<file path="config.mk">
export PLATFORM = sky130hd
export DESIGN_NAME = pcm_byte_stream_unpacker
export DESIGN_NICKNAME = d
export VERILOG_FILES = /design/src/sv/pbsu_pkg.sv /design/src/sv/pbsu_decode.sv /design/src/sv/pcm_byte_stream_unpacker.sv
export VERILOG_INCLUDE_DIRS = /design/src /design/src/sv
export SDC_FILE = /design/constraint.sdc
export NUM_CORES = 1
export LEC_CHECK = 0
export BUFFER_PORTS_ARGS = -buffer_cell sky130_fd_sc_hd__buf_2
export CAP_MARGIN = 15
export CORE_UTILIZATION = 55
export DETAILED_ROUTE_END_ITERATION = 10
export PLACE_DENSITY = 0.73
export SKIP_CTS_REPAIR_TIMING = 1
export SLEW_MARGIN = 15
export SYNTH_ARGS = -nofsm -noshare
export SYNTH_HDL_FRONTEND = slang
export SYNTH_SLANG_ARGS = --single-unit
</file>
<file path="constraint.sdc">
create_clock -name i_clk -period 7 [get_ports i_clk]
set_clock_uncertainty 0.05 [all_clocks]
set_input_delay 1.05 -clock i_clk [delete_from_list [all_inputs] [get_ports i_clk]]
set_output_delay 1.05 -clock i_clk [all_outputs]
set_load 0.01 [all_outputs]
</file>
<file path="src/sv/pcm_byte_stream_unpacker_macros.svh">
// Assertion macros for the PCM byte-stream unpacker.
// No dependencies; included by files that carry concurrent checks.
`ifndef PCM_BYTE_STREAM_UNPACKER_MACROS_SVH
`define PCM_BYTE_STREAM_UNPACKER_MACROS_SVH

`ifndef ASSERT_OFF

// Property must hold at every clock edge out of reset.
`define PBSU_ASSERT(lbl, clk, rst_n, prop, msg) \
    lbl: assert property (@(posedge clk) disable iff (!rst_n) prop) else $error(msg);

// Expression must never be true out of reset.
`define PBSU_NEVER(lbl, clk, rst_n, expr, msg) \
    lbl: assert property (@(posedge clk) disable iff (!rst_n) !(expr)) else $error(msg);

`else

`define PBSU_ASSERT(lbl, clk, rst_n, prop, msg)
`define PBSU_NEVER(lbl, clk, rst_n, expr, msg)

`endif

`endif

</file>
<file path="src/sv/pbsu_pkg.sv">
// Shared types and helpers for the PCM byte-stream unpacker.
// No dependencies; used by pbsu_decode and pcm_byte_stream_unpacker.
package pbsu_pkg;

    localparam int unsigned FormatWidth = 5;
    localparam int unsigned WordWidth   = 64;

    typedef enum logic [FormatWidth-1:0] {
        FMT_U8     = 5'd0,
        FMT_S8     = 5'd1,
        FMT_SGA    = 5'd2,
        FMT_S16LE  = 5'd3,
        FMT_S16BE  = 5'd4,
        FMT_U16LE  = 5'd5,
        FMT_U16BE  = 5'd6,
        FMT_S24LE  = 5'd7,
        FMT_S24BE  = 5'd8,
        FMT_U24LE  = 5'd9,
        FMT_U24BE  = 5'd10,
        FMT_S24DC  = 5'd11,
        FMT_S32LE  = 5'd12,
        FMT_S32BE  = 5'd13,
        FMT_U32LE  = 5'd14,
        FMT_U32BE  = 5'd15,
        FMT_S64LE  = 5'd16,
        FMT_S64BE  = 5'd17,
        FMT_ALAW   = 5'd18,
        FMT_MULAW  = 5'd19,
        FMT_LXF    = 5'd20
    } t_format;

    typedef logic [WordWidth-1:0] t_word;

    // Bytes per coded sample; unused codes take one byte.
    function automatic logic [3:0] size_of(input logic [FormatWidth-1:0] f);
        logic [3:0] s;
        if (f <= FMT_SGA || f == FMT_ALAW || f == FMT_MULAW) begin
            s = 4'd1;
        end else if (f <= FMT_U16BE) begin
            s = 4'd2;
        end else if (f <= FMT_S24DC) begin
            s = 4'd3;
        end else if (f <= FMT_U32BE) begin
            s = 4'd4;
        end else if (f <= FMT_S64BE) begin
            s = 4'd8;
        end else if (f == FMT_LXF) begin
            s = 4'd5;
        end else begin
            s = 4'd1;
        end
        return s;
    endfunction

endpackage

</file>
<file path="src/sv/pbsu_decode.sv">
// Sample decoder: turns a gathered byte word into one or two result words.
// Depends on pbsu_pkg (format codes, word type).
module pbsu_decode (
    input  pbsu_pkg::t_word   i_gather,
    input  pbsu_pkg::t_format i_format,
    output pbsu_pkg::t_word   o_word0,
    output pbsu_pkg::t_word   o_word1,
    output logic [1:0]        o_count
);

    function automatic logic [7:0] rev8(input logic [7:0] b);
        logic [7:0] r;
        for (int i = 0; i < 8; i++) begin
            r[7-i] = b[i];
        end
        return r;
    endfunction

    logic [15:0] w16;
    logic [23:0] w24;
    logic [31:0] w32;
    logic [7:0]  a_byte;
    logic [15:0] a_mag;
    logic [7:0]  u_byte;
    logic [15:0] u_mag;
    logic [7:0]  sga_mag;

    always_comb begin
        o_word0 = '0;
        o_word1 = '0;
        o_count = 2'd0;
        w16     = '0;
        w24     = '0;
        w32     = '0;
        a_byte  = i_gather[7:0] ^ 8'h55;
        u_byte  = ~i_gather[7:0];
        sga_mag = {1'b0, i_gather[6:0]};
        // A-law: segment 0 has no implied leading one
        if (a_byte[6:4] != 3'd0) begin
            a_mag = 16'({1'b1, a_byte[3:0], 1'b1}) << ({1'b0, a_byte[6:4]} + 4'd2);
        end else begin
            a_mag = 16'({a_byte[3:0], 1'b1}) << 3;
        end
        // mu-law: biased magnitude, bias removed after the shift
        u_mag = (16'({u_byte[3:0], 3'b000}) + 16'h0084) << u_byte[6:4];

        case (i_format)
            pbsu_pkg::FMT_U8: begin
                o_word0 = {56'd0, i_gather[7:0]};
                o_count = 2'd1;
            end
            pbsu_pkg::FMT_S8: begin
                o_word0 = {56'd0, ~i_gather[7], i_gather[6:0]};
                o_count = 2'd1;
            end
            pbsu_pkg::FMT_SGA: begin
                o_word0 = {56'd0, (i_gather[7] ? (8'h80 - sga_mag) : (8'h80 + sga_mag))};
                o_count = 2'd1;
            end
            pbsu_pkg::FMT_S16LE, pbsu_pkg::FMT_S16BE,
            pbsu_pkg::FMT_U16LE, pbsu_pkg::FMT_U16BE: begin
                if (i_format == pbsu_pkg::FMT_S16BE || i_format == pbsu_pkg::FMT_U16BE) begin
                    w16 = {i_gather[7:0], i_gather[15:8]};
                end else begin
                    w16 = i_gather[15:0];
                end
                // offset removal modulo 2^16 is a flip of the top bit
                if (i_format >= pbsu_pkg::FMT_U16LE) begin
                    w16[15] = ~w16[15];
                end
                o_word0 = {48'd0, w16};
                o_count = 2'd1;
            end
            pbsu_pkg::FMT_S24LE, pbsu_pkg::FMT_S24BE,
            pbsu_pkg::FMT_U24LE, pbsu_pkg::FMT_U24BE: begin
                if (i_format == pbsu_pkg::FMT_S24BE || i_format == pbsu_pkg::FMT_U24BE) begin
                    w24 = {i_gather[7:0], i_gather[15:8], i_gather[23:16]};
                end else begin
                    w24 = i_gather[23:0];
                end
                if (i_format >= pbsu_pkg::FMT_U24LE) begin
                    w24[23] = ~w24[23];
                end
                o_word0 = {32'd0, w24, 8'd0};
                o_count = 2'd1;
            end
            pbsu_pkg::FMT_S24DC: begin
                // big-endian 24 bits, top 4 and bottom 4 bits dropped, each byte bit-reversed
                w24     = {i_gather[7:0], i_gather[15:8], i_gather[23:16]};
                o_word0 = {48'd0, rev8(w24[11:4]), rev8(w24[19:12])};
                o_count = 2'd1;
            end
            pbsu_pkg::FMT_S32LE, pbsu_pkg::FMT_S32BE,
            pbsu_pkg::FMT_U32LE, pbsu_pkg::FMT_U32BE: begin
                if (i_format == pbsu_pkg::FMT_S32BE || i_format == pbsu_pkg::FMT_U32BE) begin
                    w32 = {i_gather[7:0], i_gather[15:8], i_gather[23:16], i_gather[31:24]};
                end else begin
                    w32 = i_gather[31:0];
                end
                if (i_format >= pbsu_pkg::FMT_U32LE) begin
                    w32[31] = ~w32[31];
                end
                o_word0 = {32'd0, w32};
                o_count = 2'd1;
            end
            pbsu_pkg::FMT_S64LE: begin
                o_word0 = i_gather;
                o_count = 2'd1;
            end
            pbsu_pkg::FMT_S64BE: begin
                o_word0 = {i_gather[7:0],   i_gather[15:8],  i_gather[23:16], i_gather[31:24],
                           i_gather[39:32], i_gather[47:40], i_gather[55:48], i_gather[63:56]};
                o_count = 2'd1;
            end
            pbsu_pkg::FMT_ALAW: begin
                o_word0 = {48'd0, (a_byte[7] ? a_mag : (16'd0 - a_mag))};
                o_count = 2'd1;
            end
            pbsu_pkg::FMT_MULAW: begin
                o_word0 = {48'd0, (u_byte[7] ? (16'h0084 - u_mag) : (u_mag - 16'h0084))};
                o_count = 2'd1;
            end
            pbsu_pkg::FMT_LXF: begin
                // five bytes carry two 20-bit samples
                o_word0 = {32'd0, i_gather[19:16], i_gather[15:8], i_gather[7:0],
                           i_gather[19:16], i_gather[15:8]};
                o_word1 = {32'd0, i_gather[39:32], i_gather[31:24], i_gather[23:20],
                           i_gather[39:32], i_gather[31:28]};
                o_count = 2'd2;
            end
            default: begin
                o_count = 2'd0;
            end
        endcase
    end

endmodule

</file>
<file path="src/sv/pcm_byte_stream_unpacker.sv">
// PCM byte-stream unpacker: one byte per transfer in, decoded samples out.
// A byte that completes a sample is registered in the completed-sample register, then decoded into the result register.
// Throughput: 1 byte per cycle while no completed sample waits on a busy result register.
// LXF gives two results on its fifth byte; they leave in order, word 0 first.
// Reset (synchronous, active low): format U8, gather and count cleared, pipeline empty.
// Depends on pbsu_pkg, pbsu_decode and pcm_byte_stream_unpacker_macros.svh.
`include "pcm_byte_stream_unpacker_macros.svh"

module pcm_byte_stream_unpacker (
    input  logic        i_clk,
    input  logic        i_rst_n,
    // input byte channel
    input  logic        i_in_valid,
    output logic        o_in_ready,
    input  logic [7:0]  i_data_byte,
    input  logic        i_end_of_packet,
    // result channel
    output logic        o_out_valid,
    input  logic        i_out_ready,
    output logic [63:0] o_sample_word,
    output logic        o_last_of_run,
    // format register write channel
    input  logic        i_cfg_valid,
    output logic        o_cfg_ready,
    input  logic [4:0]  i_cfg_format
);

    // ---------------------------------------------------------------
    // Gather state: bytes of the sample in progress, first byte at [7:0]
    // ---------------------------------------------------------------
    logic [4:0]       r_format;
    pbsu_pkg::t_word  r_gather, n_gather;
    logic [2:0]       r_count,  n_count;

    // Completed-sample register (decoder input)
    logic              r_s1_valid, n_s1_valid;
    pbsu_pkg::t_word   r_s1_gather;
    pbsu_pkg::t_format r_s1_format;

    // Result register: up to two words, head in r_o_w0
    logic [1:0]        r_o_cnt, n_o_cnt;
    pbsu_pkg::t_word   r_o_w0, n_o_w0;
    pbsu_pkg::t_word   r_o_w1, n_o_w1;

    logic              in_xfer;
    logic              out_xfer;
    logic              cfg_xfer;
    logic              complete;
    logic              fmt_used;
    logic              s1_load;
    logic              s1_move;
    logic              s2_free;
    pbsu_pkg::t_word   gather_new;
    pbsu_pkg::t_word   dec_w0;
    pbsu_pkg::t_word   dec_w1;
    logic [1:0]        dec_cnt;

    // Register writes are only to be made while idle; the block does not enforce it and always takes them.
    assign o_cfg_ready = 1'b1;
    assign cfg_xfer    = i_cfg_valid & o_cfg_ready;

    assign in_xfer  = i_in_valid & o_in_ready;
    assign out_xfer = o_out_valid & i_out_ready;

    // Byte lands at the lane given by the current count.
    assign gather_new = r_gather | (pbsu_pkg::t_word'(i_data_byte) << {r_count, 3'b000});
    assign complete   = ({1'b0, r_count} + 4'd1) >= pbsu_pkg::size_of(r_format);
    // Codes past LXF swallow bytes without a result.
    assign fmt_used   = r_format <= pbsu_pkg::FMT_LXF;
    assign s1_load    = in_xfer & complete & fmt_used;

    // Result register takes a new sample when empty or when its last word leaves now.
    assign s2_free = (r_o_cnt == 2'd0) | ((r_o_cnt == 2'd1) & i_out_ready);
    assign s1_move = r_s1_valid & s2_free;

    // Byte input stalls only while a completed sample cannot move on.
    assign o_in_ready = ~r_s1_valid | s1_move;

    // ---------------------------------------------------------------
    // Gather next state
    // ---------------------------------------------------------------
    always_comb begin
        n_gather = r_gather;
        n_count  = r_count;
        if (cfg_xfer) begin
            n_gather = '0;
            n_count  = 3'd0;
        end else if (in_xfer) begin
            if (complete || i_end_of_packet) begin
                // sample done, or partial sample dropped at end of packet
                n_gather = '0;
                n_count  = 3'd0;
            end else begin
                n_gather = gather_new;
                n_count  = r_count + 3'd1;
            end
        end
    end

    always_comb begin
        n_s1_valid = r_s1_valid;
        if (s1_load) begin
            n_s1_valid = 1'b1;
        end else if (s1_move) begin
            n_s1_valid = 1'b0;
        end
    end

    // ---------------------------------------------------------------
    // Decoder between the completed-sample and result registers
    // ---------------------------------------------------------------
    pbsu_decode u_decode (
        .i_gather (r_s1_gather),
        .i_format (r_s1_format),
        .o_word0  (dec_w0),
        .o_word1  (dec_w1),
        .o_count  (dec_cnt)
    );

    always_comb begin
        n_o_cnt = r_o_cnt;
        n_o_w0  = r_o_w0;
        n_o_w1  = r_o_w1;
        if (s1_move) begin
            n_o_cnt = dec_cnt;
            n_o_w0  = dec_w0;
            n_o_w1  = dec_w1;
        end else if (out_xfer) begin
            n_o_cnt = r_o_cnt - 2'd1;
            n_o_w0  = r_o_w1;
        end
    end

    assign o_out_valid   = r_o_cnt != 2'd0;
    assign o_sample_word = r_o_w0;
    assign o_last_of_run = r_o_cnt == 2'd1;

    // ---------------------------------------------------------------
    // Registers
    // ---------------------------------------------------------------
    always_ff @(posedge i_clk) begin
        if (!i_rst_n) begin
            r_format   <= 5'(pbsu_pkg::FMT_U8);
            r_gather   <= '0;
            r_count    <= 3'd0;
            r_s1_valid <= 1'b0;
            r_o_cnt    <= 2'd0;
        end else begin
            if (cfg_xfer) begin
                r_format <= i_cfg_format;
            end
            r_gather   <= n_gather;
            r_count    <= n_count;
            r_s1_valid <= n_s1_valid;
            r_o_cnt    <= n_o_cnt;
        end
    end

    // payload, no reset
    always_ff @(posedge i_clk) begin
        if (s1_load) begin
            r_s1_gather <= gather_new;
            r_s1_format <= pbsu_pkg::t_format'(r_format);
        end
        r_o_w0 <= n_o_w0;
        r_o_w1 <= n_o_w1;
    end

    // ---------------------------------------------------------------
    // Checks
    // ---------------------------------------------------------------
    `PBSU_NEVER(a_count_in_range, i_clk, i_rst_n, {1'b0, r_count} >= pbsu_pkg::size_of(r_format), "gather count reached sample size")
    `PBSU_ASSERT(a_eop_clears, i_clk, i_rst_n, (in_xfer && i_end_of_packet) |=> (r_count == 3'd0 && r_gather == '0), "partial sample survived end of packet")
    `PBSU_ASSERT(a_s1_holds, i_clk, i_rst_n, (r_s1_valid && !s2_free) |=> (r_s1_valid && $stable(r_s1_gather)), "completed sample lost while result register busy")
    `PBSU_NEVER(a_cnt_max, i_clk, i_rst_n, r_o_cnt == 2'd3, "result register holds more than two words")

endmodule
</file>
# [Word level (Yosys, flattened, before mapping)]
# Index checks and enable logic that the tools add are counted.
# Widths: inputs -> output; s select.
[word_totals] reg_bits=272 inputBits=19 output_inout_bits=68 wordCells=120
[classes] n_addsub=10 order_cmp=10 eq_ne=24 shift=3 muxes=29 n_bitwise=17 reduce_logical=17
[ops] operator="$pmux 64 s12" n=1
[ops] operator="$mux 64" n=3
[ops] operator="$mux 16" n=5
[ops] operator="$mux 32" n=2
[ops] operator="$or 64x64->64" n=1
[ops] operator="$shl 8x6->64" n=1
[ops] operator="$mux 24" n=2
[ops] operator="$eq 5x4->1 const B" n=8
[ops] operator="$eq 5x5->1 const B" n=8
[ops] operator="$eq 5x3->1 const B" n=4
[ops] operator="$mux 4" n=5
[ops] operator="$reduce_or 20->1" n=1
[ops] operator="$shl 16x3->16" n=1
[ops] operator="$shl 6x4->16" n=1
[ops] operator="$sub 1x16->16 const A" n=1
[ops] operator="$sub 16x8->16 const B" n=1
[ops] operator="$sub 8x16->16 const A" n=1
[ops] operator="$reduce_or 4->1" n=3
[ops] operator="$eq 5x2->1 const B" n=2
[ops] operator="$ge 5x4->1 const B" n=2
[ops] operator="$le 5x4->1 const B" n=2
[ops] operator="$le 5x5->1 const B" n=2
[ops] operator="$add 7x8->9 const B" n=1
[ops] operator="$add 8x7->8 const A" n=1
[ops] operator="27 further kinds" n=51

# [Logic depth before layout (Yosys ltp)]
[logic_depth] ltp_word=11 ltp_mapped=14 mapped_depth_nobuf=12

# [Hierarchy]
# Synthesis repeated with hierarchy kept, for this count alone.
[hier_totals] cells_unflattened=1450 area_unflattened_um2=14335.0
[modules_own_cells] module="pcm_byte_stream_unpacker" n_inst=1 cells_per_inst=806 area_per_inst_um2=10088.4 seq_area_each_um2=7417.1
[modules_own_cells] module="pbsu_decode" n_inst=1 cells_per_inst=644 area_per_inst_um2=4246.6 seq_area_each_um2=0.0

# [Least setup slack after synthesis]
# No wires, ideal clock.
[synth_timing] path_type="register to register" start="register r_format[2]" end="register r_s1_format[0] (enable)" setup_time_ns=0.602 t_arrival_ns=6.592 t_required_ns=6.348 slack_ns=-0.243 path_stages_with_launch=10 path_buffers=0 period_less_slack_ns=7.243 cell_sequence="dfxtp_1 nor2_1 a32oi_1 o22a_1 ha_1 nand2b_1 a21o_1 a21o_1 a21oi_1 a211oi_1"
[synth_via] elab_chain_len=10 word_cells_on_any_way=20 classes_between="order compare: 7; eq/ne: 3; mux: 6; bitwise: 2; reduce/logical: 2"
[synth_lines] element="start: declaration" line_no="pcm_byte_stream_unpacker.sv:31" rtl="logic [4:0] r_format;"
[synth_lines] element="start signal: assignment" line_no="pcm_byte_stream_unpacker.sv:143" rtl="r_format <= 5'(pbsu_pkg::FMT_U8);"
[synth_lines] element="start signal: assignment" line_no="pcm_byte_stream_unpacker.sv:150" rtl="r_format <= i_cfg_format;"
[synth_lines] element="parallel branches: the longest is 9 deep, another holds $le 5x5->1"
[synth_lines] element="$and 1x1->1 (*)" line_no="pcm_byte_stream_unpacker.sv:70" rtl="assign s1_load = in_xfer & complete & fmt_used;"
[synth_lines] element="end signal: assignment" line_no="pcm_byte_stream_unpacker.sv:163" rtl="r_s1_format <= pbsu_pkg::t_format'(r_format);"
[synth_lines] element="end: declaration" line_no="pcm_byte_stream_unpacker.sv:38" rtl="pbsu_pkg::t_format r_s1_format;"
# Every way passes the cells marked *.
# A chain may end at the register's enable or synchronous reset.

# [Worst setup path in the final report]
[layout_timing] start="register r_s1_gather[5]" end="register r_o_w0[11] (netlist: o_sample_word[11]) (data pin)"
[layout_via] elab_chain_len=7 word_cells_on_any_way=13 classes_between="add/sub: 4; shift: 2; mux: 5; bitwise: 1; reduce/logical: 1"
[layout_lines] element="start: declaration" line_no="pcm_byte_stream_unpacker.sv:37" rtl="pbsu_pkg::t_word r_s1_gather;"
[layout_lines] element="start signal: assignment" line_no="pcm_byte_stream_unpacker.sv:162" rtl="r_s1_gather <= gather_new;"
[layout_lines] element="$add 3x2->4" line_no="pbsu_decode.sv:40" rtl="a_mag = 16'({1'b1, a_byte[3:0], 1'b1}) << ({1'b0, a_byte[6:4]} + 4'd2);"
[layout_lines] element="$shl 6x4->16" line_no="pbsu_decode.sv:40"
[layout_lines] element="$mux 16" line_no="pbsu_decode.sv:39" rtl="if (a_byte[6:4] != 3'd0) begin"
[layout_lines] element="$sub 1x16->16" line_no="pbsu_decode.sv:116" rtl="o_word0 = {48'd0, (a_byte[7] ? a_mag : (16'd0 - a_mag))};"
[layout_lines] element="$mux 16" line_no="pbsu_decode.sv:116"
[layout_lines] element="$pmux 64 s12 (*)" line_no="pbsu_decode.sv:47" rtl="case (i_format)"
[layout_lines] element="$mux 64 (*)" line_no="pcm_byte_stream_unpacker.sv:124" rtl="if (s1_move) begin"
[layout_lines] element="named net n_o_w0[11]" line_no="pcm_byte_stream_unpacker.sv:42" rtl="pbsu_pkg::t_word r_o_w0, n_o_w0;"
[layout_lines] element="end signal: assignment" line_no="pcm_byte_stream_unpacker.sv:165" rtl="r_o_w0 <= n_o_w0;"
[layout_lines] element="end: declaration" line_no="pcm_byte_stream_unpacker.sv:42"
# The timed path passes the listed nets; every way through them passes the cells marked *.

==> run summary <==
clock period minus worst slack - 4.51 ns
post-place setup slack - 2.69 ns
vias in the first global route - 9128
Post-Syn Nets - 1252
maximum VDD drop - 182 µV
DR WL met2 - 16.4 mm
Sink Count - 228
max frequency - 222 MHz
YS warnings - 0
Post-synth ARST share - 0%
H-Tree Depth - 1
setup TNS - 0 ns
Max Used Layer - met4
main combinational cell family by area after synthesis - compound AO/OA/AOI/OAI gates
initial drt markers - 1587
nets@finish - 1271
final hold vios - 0
sequential share of the synthesized area - 49.6%
via-per-instance ratio - 6.71
core area - 21900 µm²
GRT Util Overall - 31.9%
reg-to-reg startpoint - r_s1_gather[5]
Adder-Cell Fraction of Synth Area - 1.73%
Slew HR - 19.9%
status - finished clean
DR pass1 iterations - 10
P_leak - 5.30 nW
Hold Path Origin - r_gather[55]
gpl congestion - 0.983
fin crit share - 64.4%
Remaining DRCs - 0
Setup CP Type - flip-flop to flip-flop
met3 WL - 3.70 mm
wl on met1 - 15.2 mm
CP Data Required Time - 7.21 ns
Post-synth EDFFs - 153
Worst Setup Slack, final - 2.49 ns
Ports - 87
die width - 151 µm
fillers - 1780
gr ovfl total - 0
final setup violation count - 0
Diodes inserted - 0
routed vias - 10300
PwrDens - 287 nW/µm²
share of cells above drive strength 1 - 13.6%
port bufs - 85
Final ANT Viol Nets - 0
CP Capture Type - flip-flop
hold crit path type - flip-flop to flip-flop
simple-gate share of the synthesized area - 16.9%
crit path max fanout - 49
clk_lat worst skew - 0.54 ns
Max Buffers Root-to-Sink - 3
fin. max-slew vios - 0
Netlist cell types - 79
CTS root buf - clkbuf_16
cts bufs inserted - 25
initial antenna violation count - 0
Compound-Gate Fraction of Synth Area - 23.4%
drt total wl - 36.5 mm
synthesized cell area - 12300 µm²
commonest register cell after synthesis - edfxtp_1
Setup crit start - r_s1_gather[5]
clk slew on worst S/H paths - 0.06 ns
synthesized flop and latch total - 228
Slew @ Worst Pin - 1.20 ns
Cells after Synth - 1216
Area Growth Syn to Fin - 10.5%
Worst EP arrival - 4.71 ns
first-pass GRT wire length - 54.7 mm
mux cell area share after synthesis - 2.06%
DIE AREA - 22900 µm²
site row count - 54
RSZ-0062 raised after global routing - false
post-synthesis xor/xnor area fraction - 1.64%
per-cell routed wire length - 23.8 µm
Die Y - 151 µm
Avg Cell Area, Syn - 10.1 µm²
CP Launch Type - flip-flop
Starting Density - 56.1%
CTS tree - yes
final HPWL from detailed placement - 24.8 mm
largest net degree at the start of global routing - 71
Max-Cap Viols - 0
==> metal layers <==
metal	global-route usage (%)	up-vias
met5	0	-
met2	48.2	599
met3	6.38	91
met4	11.3	0
met1	45.4	4921
li1	-	4669
==> stage by stage <==
stage | hold slack (ns) | total power (W) | cell area [µm²] | instances | utilization [%]
after floorplan | 0.356 | 0.00230 | 12300 | 1216 | -
after global placement | 0.449 | 0.00258 | 12700 | 1488 | 58.2
after detailed placement | 0.455 | 0.00259 | 12700 | 1488 | 58.2
after CTS | 0.467 | 0.00389 | 13600 | 1533 | 62.0
after global routing | 0.481 | 0.00405 | 13600 | 1533 | 62.0
final | 0.469 | 0.00389 | 13600 | 1533 | 62.0
==> where the power goes <==
group,total [W],switching [W],internal (W)
clock,0.00131,0.000531,0.000779
sequential,0.00175,0.000120,0.00163
combinational,0.000835,0.000558,0.000276
total,0.00389,0.00121,0.00269
==> logic make-up after synthesis <==
| family | after synthesis |
|---|---|
| buffers and inverters | 133 |
| multiplexers | 22 |
| AND/OR/NAND/NOR | 379 |
| adder cells (fa/ha/maj) | 17 |
| AO/OA/AOI/OAI | 413 |
| flip-flops | 228 |
| other | 1 |
| XOR/XNOR | 23 |
==> final cells by class <==
type                       count  area, µm²  area share [%]
sequential                   228       6100            44.9
multi-input combinational    855       5670            41.7
clock buffer                  39        749            5.52
timing repair buffer         101        546            4.02
tap                          280        350            2.58
inverter                      24       90.1           0.663
clock inverter                 6       80.1           0.590
==> cell usage after synthesis, types with 4 or more instances <==
cell type	n	area share (%)
buf_1	22	0.67
and3b_1	4	0.29
dfxtp_1	75	12
o22ai_1	5	0.25
a22o_1	5	0.36
nor4_1	5	0.25
nand2_1	81	2.5
mux2i_1	17	1.4
nand2b_1	19	0.97
nand3_1	16	0.65
xor2_1	12	0.86
nor3_1	14	0.57
nor2b_1	20	1.0
a21o_1	72	4.4
edfxtp_1	153	37
nand4_1	9	0.46
a21boi_0	6	0.37
nor3b_1	74	4.5
clkbuf_1	64	2.0
nor2_1	78	2.4
a22oi_1	52	3.2
inv_1	23	0.70
xnor2_1	11	0.78
o21ai_0	49	2.0
buf_6	4	0.37
o31ai_1	6	0.37
a221o_1	4	0.33
a21oi_1	103	4.2
a211oi_1	6	0.37
o211ai_1	6	0.37
nand3b_1	7	0.43
or2_2	8	0.41
a221oi_1	19	1.4
buf_2	15	0.61
o2111ai_1	6	0.43
a222oi_1	20	1.6
and3_1	6	0.31
a31oi_1	12	0.61
ha_1	17	1.7
a32oi_1	4	0.29
and2_1	25	1.3
==> worst paths after layout <==
| kind | to | slack (ns) | cells past startpoint |
|---|---|---|---|
| hold / removal | r_gather[55] | 0.47 | 2 |
| setup reg to reg | o_sample_word[11] | 2.49 | 11 |
| hold reg to reg | r_gather[55] | 0.47 | 2 |
| setup / recovery | o_sample_word[11] | 2.49 | 11 |
==> state kept, by name, summed over array words and instances (netlist names) <==
register,count
r_o_w1,20
r_gather,64
r_format,5
r_count,3
r_s1_gather,64
r_o_cnt,2
r_s1_valid,1
r_s1_format,5
o_sample_word,64
==> critical path: stages, from the launching register on <==
cell and delay [ns]:
edfxtp_1 0.32, buf_4 0.43, clkinv_1 0.43, ha_1 0.77, nor2_1 0.27, a221oi_2 0.33
o2bb2ai_1 0.15, a311oi_2 0.48, a31oi_1 0.19, xnor2_1 0.16, a221oi_1 0.44, a32oi_1 0.19
==> cells in the final DEF (no fill, tap or decap), drive strengths merged, types with 4 or more instances in the layout <==
cell and instances:
edfxtp 153, a21oi 104, buf 101, nand2 81
nor2 78, dfxtp 75, nor3b 74, a21o 72
a22oi 52, o21ai 52, clkbuf 39, and2 26
inv 26, nor2b 20, a222oi 20, a221oi 20
nand2b 19, mux2i 17, ha 17, nand3 16
nor3 15, xor2 12, a31oi 12, xnor2 11
nand4 9, or2 8, nand3b 7, a211oi 7
a21boi 6, o31ai 6, o2111ai 6, o211ai 6
and3 6, nor4 6, a22o 5, o22ai 5
a32oi 4, and3b 4, a221o 4, o32ai 4
(Power assumes the default switching activity.)
